### config.mk
export PLATFORM = sky130hd
export DESIGN_NAME = branch_tag_manager
export DESIGN_NICKNAME = d
export VERILOG_FILES = /design/src/rtl/core/btm_pkg.sv /design/src/rtl/core/btm_ring_mem.sv /design/src/rtl/core/btm_lowest_free.sv /design/src/rtl/core/branch_tag_manager.sv
export SDC_FILE = /design/constraint.sdc
export NUM_CORES = 1
export LEC_CHECK = 0
export BUFFER_PORTS_ARGS = -buffer_cell sky130_fd_sc_hd__buf_2
export CAP_MARGIN = 20
export CORE_ASPECT_RATIO = 0.6
export CORE_UTILIZATION = 25
export CTS_BUF_LIST = sky130_fd_sc_hd__clkbuf_2 sky130_fd_sc_hd__clkbuf_4 sky130_fd_sc_hd__clkbuf_8
export DETAILED_ROUTE_END_ITERATION = 8
export REMOVE_ABC_BUFFERS = 1
export SYNTH_ARGS = -nofsm -noshare
export SYNTH_HDL_FRONTEND = slang
export SYNTH_SLANG_ARGS = --single-unit
### constraint.sdc
create_clock -name clk -period 9.7 [get_ports clk]
set_input_delay 0.97 -clock clk [delete_from_list [all_inputs] [get_ports clk]]
set_output_delay 0.97 -clock clk [all_outputs]
set_load 0.01 [all_outputs]
### src/rtl/core/btm_pkg.sv
`timescale 1ns / 1ps
// ----------------------------------------------------------------------------
// btm_pkg
// Shared types and constants for the branch tag manager.
// ----------------------------------------------------------------------------
package btm_pkg;

    localparam int DEF_TAG_COUNT = 16;
    localparam int TAG_IN_W      = 4;
    localparam int CUR_TAG_W     = 4;
    localparam int KILL_W        = 16;
    localparam int IN_DATA_W     = 8;
    localparam int IN_USER_W     = 2;
    localparam int OUT_DATA_W    = 24;

    localparam logic [1:0] REQ_ALLOC  = 2'd0;
    localparam logic [1:0] REQ_MISP   = 2'd1;
    localparam logic [1:0] REQ_COMMIT = 2'd2;
    localparam logic [1:0] REQ_FLUSH  = 2'd3;

    typedef enum logic [1:0] {
        ST_IDLE,
        ST_EXEC,
        ST_PRIME,
        ST_WALK
    } btm_state_t;

endpackage

### src/rtl/core/btm_ring_mem.sv
`timescale 1ns / 1ps
// ----------------------------------------------------------------------------
// btm_ring_mem
// Allocation-order ring: one write port, one registered read port.
// Entry zero reads as zero after reset or clear until it is written.
// ----------------------------------------------------------------------------
module btm_ring_mem
    import btm_pkg::*;
#(
    parameter int TAG_COUNT = DEF_TAG_COUNT,
    parameter int TW        = $clog2(TAG_COUNT)
)
(
    input  logic          clk,
    input  logic          rst_n,
    input  logic          clr0,
    input  logic          wr_en,
    input  logic [TW-1:0] wr_addr,
    input  logic [TW-1:0] wr_data,
    input  logic          rd_en,
    input  logic [TW-1:0] rd_addr,
    output logic [TW-1:0] rd_data
);

    logic [TW-1:0] mem [TAG_COUNT];
    logic [TW-1:0] rd_data_reg;
    logic          rd_zero_reg;
    logic          zero_hold_reg;
    logic          zero_hold_next;

    always_ff @(posedge clk)
    begin
        if (wr_en)
        begin
            mem[wr_addr] <= wr_data;
        end
        if (rd_en)
        begin
            rd_data_reg <= mem[rd_addr];
            rd_zero_reg <= zero_hold_reg && (rd_addr == '0);
        end
    end

    always_comb
    begin
        zero_hold_next = zero_hold_reg;
        if (clr0)
        begin
            zero_hold_next = 1'b1;
        end
        else if (wr_en && (wr_addr == '0))
        begin
            zero_hold_next = 1'b0;
        end
    end

    always_ff @(posedge clk or negedge rst_n)
    begin
        if (!rst_n)
        begin
            zero_hold_reg <= 1'b1;
        end
        else
        begin
            zero_hold_reg <= zero_hold_next;
        end
    end

    assign rd_data = rd_zero_reg ? '0 : rd_data_reg;

endmodule

### src/rtl/core/btm_lowest_free.sv
`timescale 1ns / 1ps
// ----------------------------------------------------------------------------
// btm_lowest_free
// Finds the lowest set bit of the free map: isolate with x & -x, then encode.
// ----------------------------------------------------------------------------
module btm_lowest_free
    import btm_pkg::*;
#(
    parameter int TAG_COUNT = DEF_TAG_COUNT,
    parameter int TW        = $clog2(TAG_COUNT)
)
(
    input  logic [TAG_COUNT-1:0] free_map,
    output logic                 found,
    output logic [TW-1:0]        idx
);

    logic [TAG_COUNT-1:0] onehot;

    assign onehot = free_map & (~free_map + TAG_COUNT'(1));
    assign found  = |free_map;

    always_comb
    begin
        idx = '0;
        for (int b = 0; b < TW; b++)
        begin
            for (int i = 0; i < TAG_COUNT; i++)
            begin
                if (onehot[i] && (((i >> b) & 1) == 1))
                begin
                    idx[b] = 1'b1;
                end
            end
        end
    end

endmodule

### src/rtl/core/branch_tag_manager.sv
`timescale 1ns / 1ps
// ----------------------------------------------------------------------------
// branch_tag_manager
// Speculative branch tag allocator with mispredict kill mask.
// ----------------------------------------------------------------------------
// One request at a time. Allocate, commit and flush pass through accept and
// execute; a mispredict passes through accept, execute, prime and a walk of
// 1 to TAG_COUNT ring entries, reading the order ring through its single
// registered read port, one entry per cycle. A finished result sits
// in the output register; the next request is accepted meanwhile and
// completes only once that result is taken. No clearing pass after reset.
// ----------------------------------------------------------------------------
module branch_tag_manager
    import btm_pkg::*;
#(
    parameter int TAG_COUNT = DEF_TAG_COUNT
)
(
    input  logic                  clk,
    input  logic                  rst_n,
    input  logic                  s_tvalid,
    output logic                  s_tready,
    input  logic [IN_DATA_W-1:0]  s_tdata,  // [3:0] tag_in, [7:4] zero
    input  logic [IN_USER_W-1:0]  s_tuser,  // [1:0] req_type
    output logic                  m_tvalid,
    input  logic                  m_tready,
    output logic [OUT_DATA_W-1:0] m_tdata   // [3:0] current_tag, [4] alloc_ok,
                                            // [20:5] kill_mask, [21] not_found,
                                            // [23:22] zero
);

    localparam int TW = (TAG_COUNT > 1) ? $clog2(TAG_COUNT) : 1;
    localparam int CW = (TW > TAG_IN_W) ? TW : TAG_IN_W;

    function automatic logic [TW-1:0] ring_dec(input logic [TW-1:0] p);
        ring_dec = (p == '0) ? TW'(TAG_COUNT - 1) : p - TW'(1);
    endfunction

    function automatic logic [TW-1:0] ring_inc(input logic [TW-1:0] p);
        ring_inc = (p == TW'(TAG_COUNT - 1)) ? '0 : p + TW'(1);
    endfunction

    function automatic logic [TAG_COUNT-1:0] tag_bit(input logic [TW-1:0] t);
        for (int i = 0; i < TAG_COUNT; i++)
        begin
            tag_bit[i] = (CW'(t) == CW'(i));
        end
    endfunction

    function automatic logic [TAG_COUNT-1:0] commit_bit(input logic [TAG_IN_W-1:0] t);
        for (int i = 0; i < TAG_COUNT; i++)
        begin
            commit_bit[i] = (CW'(t) == CW'(i));
        end
    endfunction

    function automatic logic [KILL_W-1:0] kill_bit(input logic [TW-1:0] t);
        for (int i = 0; i < KILL_W; i++)
        begin
            kill_bit[i] = (CW'(t) == CW'(i));
        end
    endfunction

    btm_state_t            state_reg, state_next;
    logic [1:0]            req_reg, req_next;
    logic [TAG_IN_W-1:0]   tag_reg, tag_next;
    logic [TAG_COUNT-1:0]  free_reg, free_next;
    logic [TW-1:0]         live_reg, live_next;
    logic [TW-1:0]         ptr_reg, ptr_next;
    logic [TW-1:0]         cur_reg, cur_next;
    logic [TW-1:0]         cur_val_reg, cur_val_next;
    logic [TW-1:0]         cnt_reg, cnt_next;
    logic [KILL_W-1:0]     kill_reg, kill_next;
    logic [TAG_COUNT-1:0]  freed_reg, freed_next;
    logic                  out_valid_reg, out_valid_next;
    logic [OUT_DATA_W-1:0] out_data_reg, out_data_next;

    logic                  out_free;
    logic                  walk_match;
    logic                  walk_last;
    logic                  walk_done;
    logic [KILL_W-1:0]     walk_kill;
    logic                  lf_found;
    logic [TW-1:0]         lf_idx;
    logic                  ring_clr0;
    logic                  ring_wr_en;
    logic                  ring_rd_en;
    logic [TW-1:0]         ring_rd_addr;
    logic [TW-1:0]         ring_rd_data;
    logic [TAG_COUNT-1:0]  reset_free;

    btm_lowest_free #(
        .TAG_COUNT (TAG_COUNT),
        .TW        (TW)
    ) u_lowest_free (
        .free_map (free_reg),
        .found    (lf_found),
        .idx      (lf_idx)
    );

    btm_ring_mem #(
        .TAG_COUNT (TAG_COUNT),
        .TW        (TW)
    ) u_ring_mem (
        .clk     (clk),
        .rst_n   (rst_n),
        .clr0    (ring_clr0),
        .wr_en   (ring_wr_en),
        .wr_addr (ptr_reg),
        .wr_data (lf_idx),
        .rd_en   (ring_rd_en),
        .rd_addr (ring_rd_addr),
        .rd_data (ring_rd_data)
    );

    assign reset_free = ~TAG_COUNT'(1);
    assign out_free   = !out_valid_reg || m_tready;
    assign walk_match = (CW'(ring_rd_data) == CW'(tag_reg));
    assign walk_last  = (cnt_reg == TW'(TAG_COUNT - 1));
    assign walk_done  = walk_match || walk_last;
    assign walk_kill  = kill_reg | kill_bit(cur_val_reg);

    assign s_tready = (state_reg == ST_IDLE);
    assign m_tvalid = out_valid_reg;
    assign m_tdata  = out_data_reg;

    // next state
    always_comb
    begin
        state_next = state_reg;
        unique case (state_reg)
            ST_IDLE:
            begin
                if (s_tvalid)
                begin
                    state_next = ST_EXEC;
                end
            end
            ST_EXEC:
            begin
                if (req_reg == REQ_MISP)
                begin
                    state_next = ST_PRIME;
                end
                else if (out_free)
                begin
                    state_next = ST_IDLE;
                end
            end
            ST_PRIME:
            begin
                state_next = ST_WALK;
            end
            ST_WALK:
            begin
                if (walk_done && out_free)
                begin
                    state_next = ST_IDLE;
                end
            end
            default:
            begin
                state_next = ST_IDLE;
            end
        endcase
    end

    // datapath and outputs
    always_comb
    begin
        req_next       = req_reg;
        tag_next       = tag_reg;
        free_next      = free_reg;
        live_next      = live_reg;
        ptr_next       = ptr_reg;
        cur_next       = cur_reg;
        cur_val_next   = cur_val_reg;
        cnt_next       = cnt_reg;
        kill_next      = kill_reg;
        freed_next     = freed_reg;
        out_valid_next = out_valid_reg && !m_tready;
        out_data_next  = out_data_reg;
        ring_clr0      = 1'b0;
        ring_wr_en     = 1'b0;
        ring_rd_en     = 1'b0;
        ring_rd_addr   = cur_reg;

        unique case (state_reg)
            ST_IDLE:
            begin
                if (s_tvalid)
                begin
                    req_next = s_tuser;
                    tag_next = s_tdata[TAG_IN_W-1:0];
                end
            end
            ST_EXEC:
            begin
                if (req_reg == REQ_MISP)
                begin
                    cur_next     = ring_dec(ptr_reg);
                    cnt_next     = '0;
                    kill_next    = '0;
                    freed_next   = '0;
                    ring_rd_en   = 1'b1;
                    ring_rd_addr = ring_dec(ptr_reg);
                end
                else if (out_free)
                begin
                    out_valid_next = 1'b1;
                    out_data_next  = '0;
                    out_data_next[CUR_TAG_W-1:0] = CUR_TAG_W'(live_reg);
                    unique case (req_reg)
                        REQ_ALLOC:
                        begin
                            if (lf_found)
                            begin
                                live_next  = lf_idx;
                                free_next  = free_reg & ~tag_bit(lf_idx);
                                ring_wr_en = 1'b1;
                                ptr_next   = ring_inc(ptr_reg);
                                out_data_next[CUR_TAG_W-1:0] = CUR_TAG_W'(lf_idx);
                                out_data_next[CUR_TAG_W]     = 1'b1;
                            end
                        end
                        REQ_COMMIT:
                        begin
                            free_next = free_reg | commit_bit(tag_reg);
                        end
                        REQ_FLUSH:
                        begin
                            free_next = reset_free;
                            live_next = '0;
                            ptr_next  = TW'(1);
                            ring_clr0 = 1'b1;
                            out_data_next[CUR_TAG_W-1:0] = '0;
                        end
                        default:
                        begin
                            out_data_next = out_data_reg;
                        end
                    endcase
                end
            end
            ST_PRIME:
            begin
                cur_val_next = ring_rd_data;
                ring_rd_en   = 1'b1;
                ring_rd_addr = ring_dec(cur_reg);
            end
            ST_WALK:
            begin
                if (walk_done)
                begin
                    if (out_free)
                    begin
                        out_valid_next = 1'b1;
                        out_data_next  = '0;
                        out_data_next[CUR_TAG_W-1:0] = CUR_TAG_W'(live_reg);
                        out_data_next[CUR_TAG_W+KILL_W:CUR_TAG_W+1] = walk_kill;
                        out_data_next[CUR_TAG_W+KILL_W+1] = !walk_match;
                        if (walk_match)
                        begin
                            free_next = free_reg | freed_reg;
                            live_next = cur_val_reg;
                            ptr_next  = ring_inc(cur_reg);
                            out_data_next[CUR_TAG_W-1:0] = CUR_TAG_W'(cur_val_reg);
                        end
                    end
                end
                else
                begin
                    kill_next    = walk_kill;
                    freed_next   = freed_reg | tag_bit(cur_val_reg);
                    cnt_next     = cnt_reg + TW'(1);
                    cur_next     = ring_dec(cur_reg);
                    cur_val_next = ring_rd_data;
                    ring_rd_en   = 1'b1;
                    ring_rd_addr = ring_dec(ring_dec(cur_reg));
                end
            end
            default:
            begin
            end
        endcase
    end

    always_ff @(posedge clk or negedge rst_n)
    begin
        if (!rst_n)
        begin
            state_reg     <= ST_IDLE;
            free_reg      <= ~TAG_COUNT'(1);
            live_reg      <= '0;
            ptr_reg       <= TW'(1);
            out_valid_reg <= 1'b0;
        end
        else
        begin
            state_reg     <= state_next;
            free_reg      <= free_next;
            live_reg      <= live_next;
            ptr_reg       <= ptr_next;
            out_valid_reg <= out_valid_next;
        end
    end

    always_ff @(posedge clk)
    begin
        req_reg      <= req_next;
        tag_reg      <= tag_next;
        cur_reg      <= cur_next;
        cur_val_reg  <= cur_val_next;
        cnt_reg      <= cnt_next;
        kill_reg     <= kill_next;
        freed_reg    <= freed_next;
        out_data_reg <= out_data_next;
    end

    a_flags_exclusive: assert property (@(posedge clk) disable iff (!rst_n)
        m_tvalid |-> !(m_tdata[CUR_TAG_W] && m_tdata[CUR_TAG_W+KILL_W+1]))
        else $error("alloc_ok and not_found both set");

    a_live_not_free: assert property (@(posedge clk) disable iff (!rst_n)
        (m_tvalid && m_tdata[CUR_TAG_W]) |-> ((free_reg & tag_bit(live_reg)) == '0))
        else $error("allocated tag still marked free");

    a_result_source: assert property (@(posedge clk) disable iff (!rst_n)
        $rose(out_valid_reg) |->
            ($past(state_reg) == ST_EXEC || $past(state_reg) == ST_WALK))
        else $error("result produced outside execute or walk");

    a_alloc_no_kill: assert property (@(posedge clk) disable iff (!rst_n)
        (m_tvalid && m_tdata[CUR_TAG_W]) |->
            (m_tdata[CUR_TAG_W+KILL_W:CUR_TAG_W+1] == '0))
        else $error("kill mask set on allocate");

endmodule

### Word-level counts from Yosys, hierarchy flattened

Memories as Yosys holds them, arrays and structs flattened. A register that Yosys moved wholly into a read port is not among the register bits.
Cells that the tools add are included.
Widths: inputs -> output; s select.

* flip-flop bits (word level): 103
* RAM bits: 64
* bits of input ports: 14
* output and inout port bits: 26
* memories: 1

* add/sub/neg operators: 7
* eq/ne operators: 70
* mux-type cells: 111
* bitwise logic cells: 8
* reduce and logical (&&, ||, !) cells: 35

Memory list
* u_ring_mem.mem: depth 16, bits a word 4, rd ports 1, clocked after memory_dff 1, wr ports 1, line btm_ring_mem.sv:25 `logic [TW-1:0] mem [TAG_COUNT];`

Operator list (number)
* $mux 16: 9
* $eq 4x4->1 const B: 27
* $mux 24: 4
* $mux 4: 24
* $pmux 16 s2: 3
* $or 16x16->16: 4
* $pmux 4 s2: 7
* $mux 1: 50
* $eq 4x3->1 const B: 12
* $pmux 16 s3: 1
* $pmux 24 s2: 1
* $and 16x16->16: 2
* $not 16->16: 2
* $logic_not 4->1: 7
* $eq 4x2->1 const B: 6
* $pmux 4 s3: 2
* $ne 2x2->1 const B: 10
* $mux 19: 1
* $reduce_and 6->1: 3
* $add 16x1->16 const B: 1
* $reduce_and 8->1: 2
* $reduce_or 16->1: 1
* $add 4x1->4 const B: 3
* $eq 4x1->1 const B: 3
* 23 further kinds: 46

### Logic depth before layout (Yosys ltp)

* depth after elaboration: 19
* mapped depth: 12
* depth with buffers taken out: 10

### Modules after synthesis

Synthesis repeated with hierarchy kept, for this count alone.

* cells, all modules: 658
* area total of the unflattened synthesis: 8191.6 sq um

By module, submodules not included
* branch_tag_manager: instances 1, cells an instance 487, area each 5144.9 sq um, sequential area each 2857.7 sq um
* btm_ring_mem: instances 1, cells an instance 141, area each 2841.5 sq um, sequential area each 2098.3 sq um
* btm_lowest_free: instances 1, cells an instance 30, area each 205.2 sq um, sequential area each 0.0 sq um

### Worst setup path before layout

OpenSTA, ideal clock, no wires.

* path kind: flip-flop to flip-flop
* start point: reg cur_reg[0]
* end point: reg u_ring_mem.rd_data_reg[2], read port of u_ring_mem.mem (data pin)
* library setup time: 0.272 ns
* data arrival time: 3.143 ns
* required time: 9.428 ns
* setup slack: 6.285 ns
* stages on the path, launching flop included: 11
* period minus slack after synthesis: 3.415 ns
* cell sequence: edfxtp_1 > inv_1 > ha_1 > nor3b_1 > nor2_1 > xnor2_1 > mux2i_1 > a21oi_2 > mux4_2 > and3b_1 > or4_1

* longest elaborated chain between the ends: 6
* elaborated cells between the ends (all ways): 9
* those cells by class: add/sub: 2; mux: 5; reduce/logical: 2

RTL lines
* start: declaration: line branch_tag_manager.sv:70 `logic [TW-1:0] cur_reg, cur_next;`
* start signal: assignment: line branch_tag_manager.sv:312 `cur_reg <= cur_next;`
* $sub 4x1->4 or $logic_not 4->1 (tied branches): line branch_tag_manager.sv:36 `ring_dec = (p == '0) ? TW'(TAG_COUNT - 1) : p - TW'(1);`
* $mux 4: line branch_tag_manager.sv:36
* $sub 4x1->4 or $logic_not 4->1 (tied branches): line branch_tag_manager.sv:36
* $mux 4: line branch_tag_manager.sv:36
* $mux 4: line branch_tag_manager.sv:253 `if (walk_done)`
* $pmux 4 s3 (*): line branch_tag_manager.sv:188 `unique case (state_reg)`
* end: declaration: line btm_ring_mem.sv:26 `logic [TW-1:0] rd_data_reg;`

Every way passes the cells marked *; elsewhere a longest branch is shown, timed or not.
A chain may end at the register's enable or synchronous reset.

### Final worst setup path

Same ends and word-level chain as after synthesis.

==> flow_summary.yaml <==
run_status:
  outcome: "finished, final reports clean"
yosys:
  ys_seq_area_share_pct: 60.2
  synth_cell_type_count: 65
  ys_seq_elements: 169
  syn_inst: 695
  synth_edf_count: 141
  syn-cell-area_um2: 8230
  syn_avg_cell_area_um2: 11.8
  synth-main-ff-cell: "edfxtp_1"
  yosysWarningCount: 0
  ys_async_sr_fraction_pct: 16.6
layout:
  top_register: "u_ring_mem.mem"
  area_delta_synth_final_pct: 12.8
  drive_gt1_share_pct: 16.5
  fin_nets: 741
  largest_reg_flops: 64
  final_cell_area_um2: 9290
  fin_util_pct: 28.7
  antenna_cells: 0
global_routing:
  grt_pass1_wl_mm: 33.4
  grt_max_degree: 65
  grt_pass1_vias: 5549
  grt_overflow: 0
  antenna_found_initial: 0
  track_usage_pct: 13.3
sta:
  worst_slack_ps: 5760
  min_period_ps: 3940
  fin_worst_hold_slack_ps: 484
  max_slew_margin_pct: 38.6
  fin_crit_sh_pct: 40.6
  setup_viol: 0
  clock_skew_ps: 17.8
  grt_setup_unrepaired: "false"
  setup_tns_ps: 0
  drv_slew: 0
  worst_pin_slew_ps: 919
  max_freq_mhz: 254
  hold_violations: 0
routing:
  route.detailed.drc: 0
  ant_nets: 0
  dr.first_iter.drc_count: 695
  wl_per_cell_um: 18.7
  num_vias: 5800
  firstDrtPassIters: 5
  viasPerCell: 5.04
  wl_mm: 21.5
worst_setup_path:
  worstPathRequired_ps: 9920
  critPathKind: "flip-flop to flip-flop"
  crit_family: "simple AND/OR/NAND/NOR gates"
  r2r-start: "cur_reg[0]"
  endpoint_kind: "flip-flop"
  crit_start: "cur_reg[0]"
  crit_chain: "inv_1 > ha_1 > nor3b_1 > nor2_1 > xnor2_1 > mux2i_1 > a21oi_2 > buf_4 > mux4_2 > and3b_1 > or4_1"
  arrival_ps: 4160
  path_buf_inv: 2
  startpoint_type: "flip-flop"
  slowest_delay_ps: 570
  crit_slowest_cell: "mux4_2"
  crit_fanout: 17
clocking:
  cts_htree_levels: 4
  ctsLongestPathBuffers: 2
  cts_sinks: 169
  cts_root_buffer: "clkbuf_8"
  cts_hold_buf: 0
  numCtsBuffers: 17
  post_cts_buffers: 0
  clkTransAtPathRegs_ps: 90
  cts_resized: 0
  clk_latency_ps: 480
  cts_tree: "yes"
placed_design:
  place_hpwl_mm: 15.0
  io_buffer_count: 33
  gp_congestion: 0.821
  pre_cts_ws_ps: 5790
  post_dp_cell_area_um2: 8830
power:
  power.leakage_nw: 3.28
  peakVddDrop_mv: 0.145
  power_density_nw_per_um2: 352
min_path:
  hold_path_class: "flip-flop to flip-flop"
  min_from: "u_ring_mem.zero_hold_reg"
floorplanning:
  die_area_um2: 33700
  ioPinCount: 40
  dieWidth_um: 236
  coreArea_um2: 32400
  start_util_pct: 25.4
  fp.dieH_um: 143
  row_count: 51
job:
  maxCapViolations: 0
-- worst min-delay path, delay by kind of cell, from the launching register on --
kind            cells  cell delay (ps)
compound gates      1               60
buf+inv             1               40
flops               1              380
-- cell usage after synthesis (6+ instances only) --
| cell type | n | share of area (%) |
|---|---|---|
| dfstp_2 | 17 | 5.4 |
| nor3_1 | 24 | 1.5 |
| nand3_1 | 10 | 0.61 |
| nor2b_1 | 10 | 0.76 |
| edfxtp_1 | 141 | 51 |
| dfrtp_1 | 11 | 3.3 |
| and3_1 | 10 | 0.76 |
| nand2b_1 | 9 | 0.68 |
| ha_1 | 13 | 2.0 |
| nand2_1 | 37 | 1.7 |
| a31oi_1 | 14 | 1.1 |
| inv_1 | 23 | 1.0 |
| mux4_2 | 16 | 4.4 |
| o21ai_0 | 43 | 2.6 |
| o22ai_1 | 9 | 0.68 |
| a21oi_1 | 58 | 3.5 |
| mux2i_1 | 15 | 1.8 |
| a21o_1 | 6 | 0.55 |
| nor2_1 | 80 | 3.6 |
| buf_1 | 6 | 0.27 |
| clkbuf_1 | 31 | 1.4 |
| a32oi_1 | 8 | 0.85 |
-- final timing paths --
| kind | endpoint | slack [ps] | cells past startpoint |
|---|---|---|---|
| worst max register to register | u_ring_mem.rd_data_reg[2] | 5760 | 11 |
| worst min-delay path | u_ring_mem.zero_hold_reg | 480 | 2 |
| worst max-delay path | u_ring_mem.rd_data_reg[2] | 5760 | 11 |
| worst min register to register | u_ring_mem.zero_hold_reg | 480 | 2 |
| max in group asynchronous | live_reg[0] | 8610 | 1 |
| min in group asynchronous | ptr_reg[3] | 600 | 1 |
-- layout by cell type, fill, tap and decap left out, types with 9 or more instances in the layout --
cell type,n
edfxtp_1,141
nor2_1,79
a21oi_1,58
o21ai_0,43
nand2_1,36
buf_2,33
nor3_1,24
inv_1,23
clkbuf_8,18
dfstp_2,17
mux4_2,16
mux2i_1,15
a31oi_1,14
ha_1,13
dfrtp_1,11
buf_4,11
nor2b_1,10
nand3_1,10
and3_1,10
o22ai_1,9
nand2b_1,9
-- power breakdown --
part	internal (mW)	total, mW	switching (mW)
combinational	0.513	1.37	0.857
clock	0.297	0.562	0.265
sequential	1.12	1.34	0.215
-- per-layer routing --
metal | track usage, % | vias up | routed length [µm] | share of wire, %
met3 | 3.74 | 12 | 2080 | 9.7
met2 | 17.0 | 256 | 8220 | 38
met4 | 3.11 | 0 | 169 | 0.79
li1 | - | 2665 | - | -
met5 | 0 | - | 0 | 0
met1 | 21.1 | 2867 | 11000 | 51
-- logic make-up (layout without fill, tap and decap cells) --
logic type,after synthesis,count (layout),share of synthesized area [%]
DFF,169,169,60.2
xor gates and xnor gates,7,7,0.745
and+or+nand+nor,214,214,12.7
AOI/OAI and AO/OA,190,190,14.6
buffers and inverters,69,100,3.41
other,1,2,0.0456
adders and majority gates,13,13,1.98
muxes,32,32,6.34
-- area by class of cell --
type,instances,area [µm²]
Clock buffer,21,270
Multi-Input combinational cell,458,3010
Fill cell,3371,23100
Inverter,23,86.3
Tap cell,424,531
Clock inverter,11,173
Timing Repair Buffer,45,263
Sequential cell,169,4960
-- per-stage QoR --
| stage | cells | power [mW] |
|---|---|---|
| 2_1_floorplan | 650 | 2.21 |
| 3_3_place_gp | 1118 | 2.68 |
| 3_5_place_dp | 1118 | 2.71 |
| 4_1_cts | 1150 | 3.27 |
| 5_1_grt | 1151 | 3.49 |
| 6_report | 1151 | 3.27 |
Note: power is estimated with default switching activity, not from simulation.
